### config.mk
export PLATFORM = sky130hd
export DESIGN_NAME = pnd_perm_ram
export DESIGN_NICKNAME = d
export VERILOG_FILES = /design/src/rtl/pnd_pkg.sv /design/src/rtl/pnd_perm_ram.sv
export SDC_FILE = /design/constraint.sdc
export NUM_CORES = 2
export LEC_CHECK = 0
export ABC_AREA = 1
export BUFFER_PORTS_ARGS = -buffer_cell sky130_fd_sc_hd__buf_4
export CORE_ASPECT_RATIO = 0.8
export CORE_UTILIZATION = 30
export DETAILED_ROUTE_END_ITERATION = 6
export HOLD_SLACK_MARGIN = 0.06
export PLACE_DENSITY = 0.42
export SYNTH_ARGS = -nofsm -noshare
export SYNTH_HDL_FRONTEND = slang
export SYNTH_SLANG_ARGS = --single-unit
### constraint.sdc
create_clock -name i_clk -period 3.1 [get_ports i_clk]
set_input_delay 0.155 -clock i_clk [delete_from_list [all_inputs] [get_ports i_clk]]
set_output_delay 0.155 -clock i_clk [all_outputs]
set_load 0.005 [all_outputs]
### src/rtl/pnd_pkg.sv
package pnd_pkg;

    localparam int FRAC_BITS  = 16;
    localparam int TABLE_BITS = 8;
    localparam int FIFO_BITS  = 4;

    localparam int COORD_W = 32;
    localparam int ENTRY_W = 8;
    localparam int NOISE_W = 16;
    localparam int IN_W    = 2 * COORD_W + 2 * ENTRY_W;

    typedef enum logic {
        OP_EVAL = 1'b0,
        OP_LOAD = 1'b1
    } t_opcode;

endpackage

### src/rtl/pnd_perm_ram.sv
module pnd_perm_ram #(
    parameter int P_ADDR_BITS = pnd_pkg::TABLE_BITS
) (
    input  logic                       i_clk,
    input  logic                       i_we,
    input  logic [P_ADDR_BITS-1:0]     i_waddr,
    input  logic [pnd_pkg::ENTRY_W-1:0] i_wdata,
    input  logic [P_ADDR_BITS-1:0]     i_raddr_a,
    input  logic [P_ADDR_BITS-1:0]     i_raddr_b,
    output logic [pnd_pkg::ENTRY_W-1:0] o_rdata_a,
    output logic [pnd_pkg::ENTRY_W-1:0] o_rdata_b
);

    logic [pnd_pkg::ENTRY_W-1:0] r_mem [2**P_ADDR_BITS];

    always_ff @(posedge i_clk) begin
        if (i_we) begin
            r_mem[i_waddr] <= i_wdata;
        end
    end

    always_ff @(posedge i_clk) begin
        o_rdata_a <= r_mem[i_raddr_a];
        o_rdata_b <= r_mem[i_raddr_b];
    end

endmodule

==> results by group <==
Outcome
  • Outcome: complete, but fails checks
  • Failing checks: design-rule violations

Pwr
  • Flop pwr share: 0.468
  • Pleak: 0.0448 uW
  • Logic pwr share: 0.116
  • Clock power share: 0.416
  • Sw Share: 0.268
  • Worst vdd ir: 0.000463 V
  • Internal power: 48200 uW
  • PwrDens: 547 nW/um2
  • Psw: 17700 uW

Worst setup path
  • Critical Path AT: 3.43 ns
  • CP Launch Type: flop
  • CP max stage delay: 0.56 ns
  • Setup crit end kind: flop
  • Crit path cell chain: nand2_1 -> nand3_1 -> nand3_1 -> nand3_1 -> nand3_1 -> nand3_1 -> nand3_1 -> nand2_1 -> nand2_1 -> dlygate4sd3_1 -> nand2_1
  • Most frequent cell on the critical path: nand3_1
  • Maximum fanout along the worst path: 2
  • Slowest CP cell: dlygate4sd3_1
  • WS Path Type: reg -> reg
  • Worst EP required: 3.91 ns

Synth
  • Synthesized cell area: 104000 um2
  • Synth warn: 0
  • Netlist cell types: 13
  • Seq/Total Area, Yosys: 0.595
  • Synth Area per Inst: 8.97 um2
  • Post-synth top area share: 0.592
  • Yosys reg bits: 2064
  • Synthesized Nets: 11600
  • Synth area leader: edfxtp_1
  • Mapped Cells: 11600
  • Synth area leaders: edfxtp_1 59%, nand3_1 19%, nand2_1 15%

Clock tree
  • Setup bufs post-CTS: 0
  • Clock root buffer master: clkbuf_16
  • Clock Pin Slew Worst Setup and Hold Paths: 0.06 ns
  • Clock Sink Count: 2064
  • TritonCTS buffer count: 227
  • Max Buffers Root-to-Sink: 4
  • Post_cts resized: 0
  • Worst skew pair latency: 0.95 ns
  • Htree depth: 4
  • CTS tree: done

Final layout
  • Nets: 11700
  • Ratio of cells with drive above 1 in the final layout: 0.0967
  • Most frequent cells in the layout: 4195 x nand2_1, 4035 x nand3_1, 2048 x edfxtp_1
  • Area Overhead vs Synth: 16.0%
  • Reg area: 61800 um2
  • Commonest non-fill, non-tap cell in the layout: nand2_1
  • Layout fillers: 34400
  • Multi-input gate area: 37100 um2
  • Design area: 120000 um2

Drt
  • Detail Route Antenna Nets: 0
  • DR WL/cell: 28.3 um
  • Vias/cell: 5.60
  • DRC Markers: 8
  • TritonRoute pass-1 iters: 7
  • Total number of vias: 92000
  • DRT iter0 DRCs: 13300
  • Drt total wl: 465000 um

Global routing
  • Tot GR Track Use: 0.258
  • Initial antenna violation count: 29
  • Number of global-route vias before repair: 85200
  • Grt total ovfl: 0
  • First-pass GRT wire length: 652000 um
  • Largest net degree at the start of global routing: 96

Die
  • Die area: 349000 um2
  • Die width: 660 um
  • Initial Util: 0.303
  • Die Ht: 528 um
  • Row count: 192
  • IO Pins: 50
  • Total core area: 343000 um2

Timing
  • Final hold vios: 0
  • Worst-Margin Slew: 1.14 ns
  • Hold slack: 0.131 ns
  • Fin crit share: 0.845
  • RSZ-0062 raised after global routing: no
  • Relative slew slack: 0.237
  • Clock skew: 0.0438 ns
  • Min cycle time layout: 2.62 ns
  • Final setup fails: 0
  • Fmax: 382 MHz
  • Slew Viols, Final: 0

Place
  • I/O Buffers: 49
  • DP HPWL: 299000 um
  • RePlAce Congestion: 0.894
  • Area after DPL: 113000 um2

Hold path
  • Hold Path Class: in -> reg

Flow run
  • Max_cap viols: 0
==> worst max-delay path: cells and delay by family (launching register included) <==
kind / cells / cell delay (ns)
simple gates: 10 / 1.56
buf+inv: 1 / 0.56
flops: 1 / 0.40
==> registers in the layout, summed over array words and instances (netlist names) <==
register	count
r_mem	2048
o_rdata_a	8
o_rdata_b	8
==> repair_timing <==
| item | 4_1_cts | 5_1_grt |
|---|---|---|
| hold buffers | 20 | 0 |
| setup endpoints to repair | 0 | 0 |
| hold endpoints to repair | 1431 | 0 |
==> cell type report <==
class	count	area share
Antenna cell	7	0.000145
Sequential cell	2064	0.513
Multi-Input combinational cell	8529	0.308
Tap cell	4559	0.0474
Clock inverter	116	0.00948
Inverter	47	0.00209
Timing Repair Buffer	821	0.0693
Clock buffer	287	0.0502
==> metrics by stage <==
stage | std cells | total power [uW] | utilization | TNS (ns) | setup slack, ns
global route | 16400 | 67700 | 0.351 | 0 | 0.390
detailed placement | 16000 | 39000 | 0.329 | -0.895 | -0.212
finish | 16400 | 65900 | 0.351 | 0 | 0.481
floorplan | 11600 | 35100 | - | 0 | 1.45
CTS | 16400 | 66300 | 0.351 | 0 | 0.530
global placement | 16000 | 39000 | 0.329 | -0.961 | -0.238
==> cells by family (layout without fill, tap and decap cells) <==
| family | count (synthesis) | in the layout | synth area share |
|---|---|---|---|
| AND/OR/NAND/NOR | 8529 | 8529 | 0.357 |
| buffers and inverters | 979 | 1271 | 0.0479 |
| other | 0 | 7 | 0 |
| flip-flops | 2064 | 2064 | 0.595 |
==> metal layers <==
metal | routed length, um | GRT usage
met1 | 201000 | 0.367
met2 | 201000 | 0.388
met3 | 41300 | 0.0419
met4 | 21000 | 0.106
met5 | 31 | 0
==> cells in the mapped netlist <==
cell type	count
buf_6	35
buf_1	71
nor2_1	283
buf_2	535
inv_4	2
inv_1	41
buf_4	97
nand2_1	4211
edfxtp_1	2048
dfxtp_1	16
clkbuf_1	194
nand3_1	4035
inv_2	4
==> path summary, 6_finish.rpt <==
| path | from | endpoint | slack (ns) | cells after the start |
|---|---|---|---|---|
| worst max register to register | r_mem[140][5]$_DFFE_PP_ | o_rdata_a[5]$_DFF_P_ | 0.48 | 11 |
| worst max-delay path | r_mem[140][5]$_DFFE_PP_ | o_rdata_a[5]$_DFF_P_ | 0.48 | 11 |
| worst min register to register | r_mem[84][7]$_DFFE_PP_ | o_rdata_a[7]$_DFF_P_ | 1.02 | 10 |
| worst min-delay path | i_waddr[1] | r_mem[201][3]$_DFFE_PP_ | 0.13 | 6 |
==> power by group through the flow <==
stage | Clock, uW | Combinational [uW] | Sequential [uW]
floorplan | 0 | 3730 | 31400
global placement | 0 | 7520 | 31500
detailed placement | 0 | 7520 | 31500
CTS | 27900 | 7560 | 30900
global route | 28800 | 8050 | 30800
finish | 27400 | 7640 | 30900
Power figures use the tool's default switching activity.
