<file path="config.mk">
export PLATFORM = sky130hd
export DESIGN_NAME = pnd_out_fifo
export DESIGN_NICKNAME = d
export VERILOG_FILES = /design/src/rtl/pnd_pkg.sv /design/src/rtl/pnd_out_fifo.sv
export SDC_FILE = /design/constraint.sdc
export NUM_CORES = 1
export LEC_CHECK = 0
export BUFFER_PORTS_ARGS = -buffer_cell sky130_fd_sc_hd__buf_2
export CAP_MARGIN = 10
export CORE_MARGIN = 5
export CORE_UTILIZATION = 55
export DETAILED_ROUTE_END_ITERATION = 12
export PLACE_DENSITY = 0.82
export SLEW_MARGIN = 20
export SYNTH_ARGS = -nofsm -noshare
export SYNTH_HDL_FRONTEND = slang
export SYNTH_SLANG_ARGS = --single-unit
export TNS_END_PERCENT = 20
</file>
<file path="constraint.sdc">
create_clock -name i_clk -period 1.7 [get_ports i_clk]
set_input_delay 0.17 -clock i_clk [delete_from_list [all_inputs] [get_ports i_clk]]
set_output_delay 0.17 -clock i_clk [all_outputs]
set_load 0.05 [all_outputs]
</file>
<file path="src/rtl/pnd_pkg.sv">
package pnd_pkg;

    localparam int FRAC_BITS  = 16;
    localparam int TABLE_BITS = 8;
    localparam int FIFO_BITS  = 4;

    localparam int COORD_W = 32;
    localparam int ENTRY_W = 8;
    localparam int NOISE_W = 16;
    localparam int IN_W    = 2 * COORD_W + 2 * ENTRY_W;

    typedef enum logic {
        OP_EVAL = 1'b0,
        OP_LOAD = 1'b1
    } t_opcode;

endpackage

</file>
<file path="src/rtl/pnd_out_fifo.sv">
module pnd_out_fifo #(
    parameter int P_DEPTH_BITS = pnd_pkg::FIFO_BITS
) (
    input  logic                        i_clk,
    input  logic                        i_rst_n,
    input  logic                        i_push,
    input  logic [pnd_pkg::NOISE_W-1:0] i_data,
    input  logic                        i_pop,
    output logic                        o_valid,
    output logic [pnd_pkg::NOISE_W-1:0] o_data
);

    logic [pnd_pkg::NOISE_W-1:0] r_mem [2**P_DEPTH_BITS];
    logic [P_DEPTH_BITS-1:0]     r_wp;
    logic [P_DEPTH_BITS-1:0]     r_rp;
    logic [P_DEPTH_BITS:0]       r_cnt;
    logic [P_DEPTH_BITS:0]       n_cnt;

    always_comb begin
        n_cnt = r_cnt;
        if (i_push && !i_pop) begin
            n_cnt = r_cnt + 1'b1;
        end else if (!i_push && i_pop) begin
            n_cnt = r_cnt - 1'b1;
        end
    end

    always_ff @(posedge i_clk) begin
        if (i_push) begin
            r_mem[r_wp] <= i_data;
        end
    end

    always_ff @(posedge i_clk) begin
        if (!i_rst_n) begin
            r_wp  <= '0;
            r_rp  <= '0;
            r_cnt <= '0;
        end else begin
            if (i_push) begin
                r_wp <= r_wp + 1'b1;
            end
            if (i_pop) begin
                r_rp <= r_rp + 1'b1;
            end
            r_cnt <= n_cnt;
        end
    end

    assign o_valid = (r_cnt != '0);
    assign o_data  = r_mem[r_rp];

endmodule

</file>
==> results of run 1 <==
==> power groups by stage <==
| stage | Combinational, mW | Clock [mW] | Sequential (mW) |
|---|---|---|---|
| 6_report | 1.72 | 5.95 | 7.55 |
| 5_1_grt | 1.82 | 6.39 | 7.55 |
| 4_1_cts | 1.68 | 6.02 | 7.54 |
| 3_5_place_dp | 1.44 | 0 | 7.68 |
| 3_3_place_gp | 1.38 | 0 | 7.67 |
| 2_1_floorplan | 1.03 | 0 | 7.65 |
==> timing repair <==
action | 4_1_cts | 5_1_grt
setup endpoints to repair | 16 | 16
resized for setup | 66 | 7
pin swaps | 9 | 4
hold buffers | 2 | 0
gates cloned | 2 | 2
setup buffers | 7 | 0
hold endpoints to repair | 17 | 0
==> per-stage QoR <==
stage          cells  total power, mW  hold WS [ps]
3_3_place_gp     784             9.05           457
6_report         847             15.2          20.1
3_5_place_dp     784             9.12           485
4_1_cts          845             15.2          1.09
5_1_grt          847             15.8          17.2
2_1_floorplan    494             8.68           269
==> cells in the mapped netlist <==
library cell  instances
a211oi_1              1
a21o_1                1
a21oi_1               2
a22oi_1              32
a31oi_1               1
and2_1               26
and3_1                1
and3b_1               1
buf_1                 2
buf_2                 2
buf_4                 3
buf_6                 4
clkbuf_1             13
dfxtp_1              17
edfxtp_1            256
fa_1                  1
ha_1                  9
inv_1                 4
mux2i_1               4
mux4_1                8
mux4_2               56
nand2_1              22
nand2b_1              1
nand3_1               3
nand4_1               2
nand4b_1              1
nor2_1                4
nor2b_1               5
nor3_1                1
nor3b_1               1
o21ai_0               1
or4b_2                1
xnor2_1               6
xor2_1                2
==> metal layers <==
layer	up-vias	routed length, µm	track usage [%]
met5	-	0	0
met4	0	502	4.71
met3	41	2500	5.09
met2	379	12900	37.8
met1	2768	8730	30.2
li1	2236	-	-
==> layout make-up <==
type                            count  share of cell area, %
Timing Repair Buffer               93                   8.31
Multi-Input combinational cell    193                   19.7
Tap cell                          234                   2.28
Sequential cell                   273                   62.6
Clock inverter                     21                   1.60
Inverter                            4                  0.117
Clock buffer                       29                   5.33
==> path summary, 6_finish.rpt <==
check	from	endpoint	slack (ps)
worst max-delay path	flop	o_data[13]	-690
worst min-delay path	i_data[5]	r_mem[4][5]	20
worst max register to register	r_cnt[1]	r_cnt[3]	150
worst min register to register	r_cnt[4]	r_cnt[4]	500
==> logic make-up after synthesis <==
| kind of cell | Yosys count |
|---|---|
| DFF | 273 |
| adders and majority gates | 10 |
| AOI/OAI and AO/OA | 38 |
| buffers and inverters | 28 |
| muxes | 68 |
| and+or+nand+nor | 69 |
| xor gates and xnor gates | 8 |
==> worst max-delay path, stage by stage (launching register included) <==
cell and delay, ps:
dfxtp_4 420, buf_12 140, buf_8 120, buf_4 110, mux4_2 500, a22oi_2 140, nand2_2 80, buf_6 160
==> registers in the layout (all words and copies together) (netlist names), named ones only <==
name / flops
r_rp: 4
r_wp: 4
r_mem: 256
r_cnt: 5
==> impl_metrics.tcl, run 1 <==
set metrics [dict create \
    dp_hpwl_um 13200 \
    drv_slew 0 \
    internal_power_mw 11.8 \
    grt_overflow_total 0 \
    cts_htree_levels 1 \
    ys_seq_area_share_pct 76.2 \
    final_cell_mix "edfxtp_1, mux4_2, a22oi_2, clkbuf_16, buf_4" \
    rsz0062_at_grt "yes" \
    fin_tns_setup_ps -10270 \
    clkPwrFrac_pct 39.1 \
    p_leak_nw 4.23 \
    worst_slack_ps -689 \
    final.min_clock_period_ps 2390 \
    ys_ff_latch 273 \
    grt_antenna_before_repair 0 \
    cts_tree "done" \
    grt_pass1_vias 5683 \
    yosys.area_share.simple_pct 3.53 \
    crit_path_end_kind "primary output" \
    grt_pass1_wl_um 36100 \
    yosys.area.top_type "edfxtp_1" \
    rows 50 \
    fin_area_um2 12800 \
    n_fill_cell 1109 \
    multi_input_area_um2 2530 \
    final-seq-area_um2 8030 \
    die-area_um2 22000 \
    arrival_ps 2220 \
    syn2layout_area_growth_pct 21.7 \
    portBuffers 36 \
    ioPinCount 37 \
    n_antenna_cell 0 \
    start_util_pct 56.2 \
    numCtsBuffers 27 \
    yosysTopAreaCellShare_pct 72.9 \
    holdPathStages 1 \
    swShare_pct 22.7 \
    drive_above_1_share_pct 40.1 \
    synth_top_family_by_area "multiplexers" \
    dp_slack_ps -196 \
    synth_xor_xnor_area_share_pct 0.665 \
    finalCritPeriodShare_pct 141 \
    yosys_warnings 0 \
    synth_fp_nets 524 \
    postSynthAreaPerCell_um2 21.3 \
    grt_max_degree 18 \
    clk_pin_slew_ps 70 \
    powerDensity_nw_per_um2 1190 \
    finalHoldViolations 0 \
    r2r_cells 5 \
    placed_cell_area_um2 11400 \
    ir_drop_mv 0.854 \
    drv_cap 0 \
    seqPwrFrac_pct 49.6 \
    die_y_um 148 \
    setup_viol 16 \
    wl_um 24700 \
    yosys.area_share.adder_pct 1.26 \
    tightest_slew_ps 338 \
    critPathLaunchType "flop" \
    syn_inst 494 \
    ys_top_cells_by_area "edfxtp_1, mux4_2, dfxtp_1" \
    core_area_um2 18800 \
    routed_via_density 6.40 \
    clk_latency_ps 540 \
    num_vias 5424 \
    wl_per_cell_um 29.1 \
    crit_fanout 5 \
    route.detailed.drc 0 \
    power.switching_mw 3.46 \
    synth_area_um2 10500 \
    ant_nets 0 \
    p_comb_share_pct 11.3 \
    ys_types 34 \
    die_w_um 148 \
    holdCritPathClass "in2reg" \
    path_class "reg2out" \
    fin_util_pct 68.3 \
    violations "setup timing" \
    skew_ps 18.3 \
    fmax_mhz 419 \
    cts_root_buf "clkbuf_16" \
    grt.total_usage_pct 22.3 \
    cts_buffer_depth 3 \
    max_slew_margin_pct 77.4 \
    place.gp.congestion 0.762 \
    fin_nets 622 \
    cp.required_ps 1530 \
    drtIter0Drc 762 \
    synthMuxAreaShare_pct 14.3 \
    clkSinkCount 273 \
    synth-compound-area-share_pct 2.62 \
    final_common_cell "edfxtp_1" \
    firstDrtPassIters 5 \
    status "finished, violations left" \
]
Note: power is estimated with default switching activity, not from simulation.
==> run 2, diff against run 1 <==
- ABC_AREA: default -> 1
- SLEW_MARGIN: 20 -> default
==> run 2 against run 1 <==
Against the previous run: the run still ends with setup timing left; combinational power up 16%; total power up 2.2%; area after synthesis up 12%; non-clock buffer count up 6; count of clock-buffer cells in the layout up 5; setup slack better by 130 ps; critical path depth up 1; sequential share of layout area down 7.2 points; sequential cell count unchanged; synthesized cell count up 130%; critical path type unchanged.
==> impl_metrics.tcl, run 2 <==
set metrics [dict create \
    status "finished, violations left" \
    violations "setup timing" \
    route.detailed.drc 0 \
    synth_top_family_by_area "simple AND/OR/NAND/NOR gates" \
    cts_htree_levels 1 \
    worst_slack_ps -554 \
    critPathMaxStageDelay_ps 430 \
    ys.flop_type "edfxtp_1" \
    path_class "reg2out" \
    regMostFlops "r_mem" \
    numCtsBuffers 28 \
    start_util_pct 56.0 \
    fmax_mhz 444 \
    grt_overflow_total 0 \
    dp_slack_ps -45.8 \
    place.gp.congestion 0.838 \
    grt.total_usage_pct 26.3 \
    ys_ff_latch 273 \
    cts_root_buf "clkbuf_16" \
    drv_slew 0 \
    grt_max_degree 33 \
    synth-compound-area-share_pct 0.950 \
    dp_hpwl_um 16100 \
    crit_path_end_kind "primary output" \
    critPathLaunchType "flop" \
    cts_buffer_depth 3 \
    drive_above_1_share_pct 19.5 \
    routed_via_density 5.95 \
    tightest_slew_ps 449 \
    grt_antenna_before_repair 3 \
    die_w_um 157 \
    die_y_um 157 \
    cpMaxStageDelayCell "dfxtp_4" \
    ys_types 21 \
    p_comb_share_pct 12.9 \
    clk_latency_ps 550 \
    portBuffers 36 \
    syn2layout_area_growth_pct 22.3 \
    final_cell_mix "nand2_1, edfxtp_1, inv_1, nand3_1, nand3_2" \
    wl_per_cell_um 22.5 \
    ys_async_sr_fraction_pct 0 \
    yosys_warnings 0 \
    synth_edf_count 256 \
    fin_nets 1259 \
    die-area_um2 24600 \
    seqPwrFrac_pct 48.2 \
    powerDensity_nw_per_um2 1070 \
    clkSinkCount 273 \
    ir_drop_mv 0.866 \
    postSynthAreaPerCell_um2 10.3 \
    p_total_mw 15.6 \
    drtIter0Drc 1455 \
    cts_tree "done" \
    firstDrtPassIters 10 \
    yosys.area_share.simple_pct 20.5 \
    ys_top_cells_by_area "edfxtp_1, nand2_1, nand3_1" \
    max_slew_margin_pct 70.1 \
    yosysTopAreaCellShare_pct 64.8 \
    num_vias 9083 \
    final_common_cell "nand2_1" \
    arrival_ps 2080 \
    skew_ps 18.6 \
    yosys.area_share.adder_pct 1.12 \
    p_leak_nw 6.19 \
    finalCritPeriodShare_pct 133 \
    ant_nets 0 \
    wl_um 34400 \
    core_area_um2 21200 \
    power.switching_mw 3.85 \
    ioPinCount 37 \
    largest_registers "r_mem (256), r_cnt (5)" \
    finalHoldViolations 0 \
    clkPwrFrac_pct 38.9 \
    drv_cap 0 \
    ys_top_cells_by_count "nand2_1, edfxtp_1, inv_1, nand3_1, nor2_1" \
    synth_fp_nets 1182 \
    crit_chain "clkinv_8 > buf_16 > nand2_1 > nand3_1 > nand3_1 > nand3_2 > nand2_2 > buf_8" \
    rows 53 \
    yosysMostFrequentCell "nand2_1" \
    yosys.area.top_type "edfxtp_1" \
    swShare_pct 24.7 \
    r2r_cells 5 \
    cp_common_cell "nand3_1" \
    cp.required_ps 1530 \
    holdPathStages 1 \
    syn_inst 1152 \
    crit_fanout 25 \
    ys_seq_area_share_pct 67.7 \
    final.min_clock_period_ps 2250 \
    setup_viol 16 \
    synth_area_um2 11900 \
    grt_pass1_vias 8549 \
    synthMuxAreaShare_pct 0 \
    internal_power_mw 11.7 \
    rsz0062_at_grt "yes" \
    grt_pass1_wl_um 48900 \
    n_fill_cell 1327 \
    holdCritPathClass "in2reg" \
    largest_reg_flops 256 \
    clk_pin_slew_ps 70 \
    synth_xor_xnor_area_share_pct 0.222 \
]
==> run 2: changes by cell type after synthesis, moves of 10 or more <==
cell	before	now
mux4_2	56	0
buf_2	2	19
inv_1	4	210
nor2_1	4	26
and2_1	26	0
a21oi_1	2	12
nand3_1	3	195
nand2_1	22	354
buf_4	3	15
a22oi_1	32	0
==> run 2: timing repair <==
| action | 4_1_cts | 5_1_grt |
|---|---|---|
| setup buffers | 8 | 0 |
| hold buffers | 3 | 0 |
| gates cloned | 10 | 2 |
| hold endpoints to repair | 8 | 0 |
| setup endpoints to repair | 16 | 19 |
| gates resized for setup | 67 | 89 |
| pin swaps | 16 | 31 |
==> run 2: logic make-up (layout without fill, tap and decap cells) <==
family                   Yosys count  after routing
adder cells (fa/ha/maj)           10             10
other                              0              1
flip-flops                       273            273
XOR/XNOR                           3              3
AND/OR/NAND/NOR                  580            580
AO/OA/AOI/OAI                     22             22
buffers and inverters            264            363
==> run 2: layout make-up <==
| type | instances | area [µm²] | share of cell area (%) |
|---|---|---|---|
| flip-flops and latches | 273 | 8030 | 55.4 |
| multi-input cells | 615 | 3090 | 21.3 |
| repair buffers | 99 | 1330 | 9.17 |
| inverters | 212 | 808 | 5.57 |
| clock buffers | 34 | 744 | 5.13 |
| well taps | 275 | 344 | 2.37 |
| clock inverters | 18 | 153 | 1.05 |
| diodes | 1 | 2.50 | 0.0173 |
==> run 2: path summary, 6_finish.rpt <==
check                           startpoint            to  slack, ps
worst min register to register     r_rp[2]          flop        490
worst max-delay path                  flop    o_data[12]       -550
worst min-delay path            i_data[12]  r_mem[3][12]          2
worst max register to register     r_wp[0]  r_mem[10][9]         90
==> run 2: power groups by stage <==
stage	logic, mW	registers (mW)	clock network (mW)
final	2.00	7.50	6.06
after global routing	2.11	7.51	6.35
after CTS	1.83	7.50	6.04
after detailed placement	1.48	7.64	0
after global placement	1.44	7.63	0
after floorplan	1.02	7.62	0
==> run 2: layer usage <==
metal / GRT usage (%) / share of wire (%) / vias to the layer above
met5: 0 / 0.15 / -
met4: 11.2 / 5.9 / 6
met3: 6.64 / 12 / 178
met2: 42.8 / 48 / 745
met1: 33.8 / 34 / 4270
li1: - / - / 3884
==> run 2: critical path, delay by kind of cell (launching register included) <==
kind                   cells  cell delay (ps)
buffers and inverters      3              460
AND/OR/NAND/NOR            5              660
flip-flops                 1              430
==> run 2: through the flow <==
stage | hold WS (ps) | utilization [%] | instances | TNS (ps) | cell area, µm²
after CTS | 4.12 | 67.1 | 1527 | -6420 | 14200
after global routing | 20.8 | 68.5 | 1526 | -8060 | 14500
after floorplan | 266 | - | 1152 | -11150 | 11900
final | 2.08 | 68.6 | 1527 | -7150 | 14500
after detailed placement | 475 | 60.0 | 1454 | -45.8 | 12700
after global placement | 469 | 60.0 | 1454 | 0 | 12700
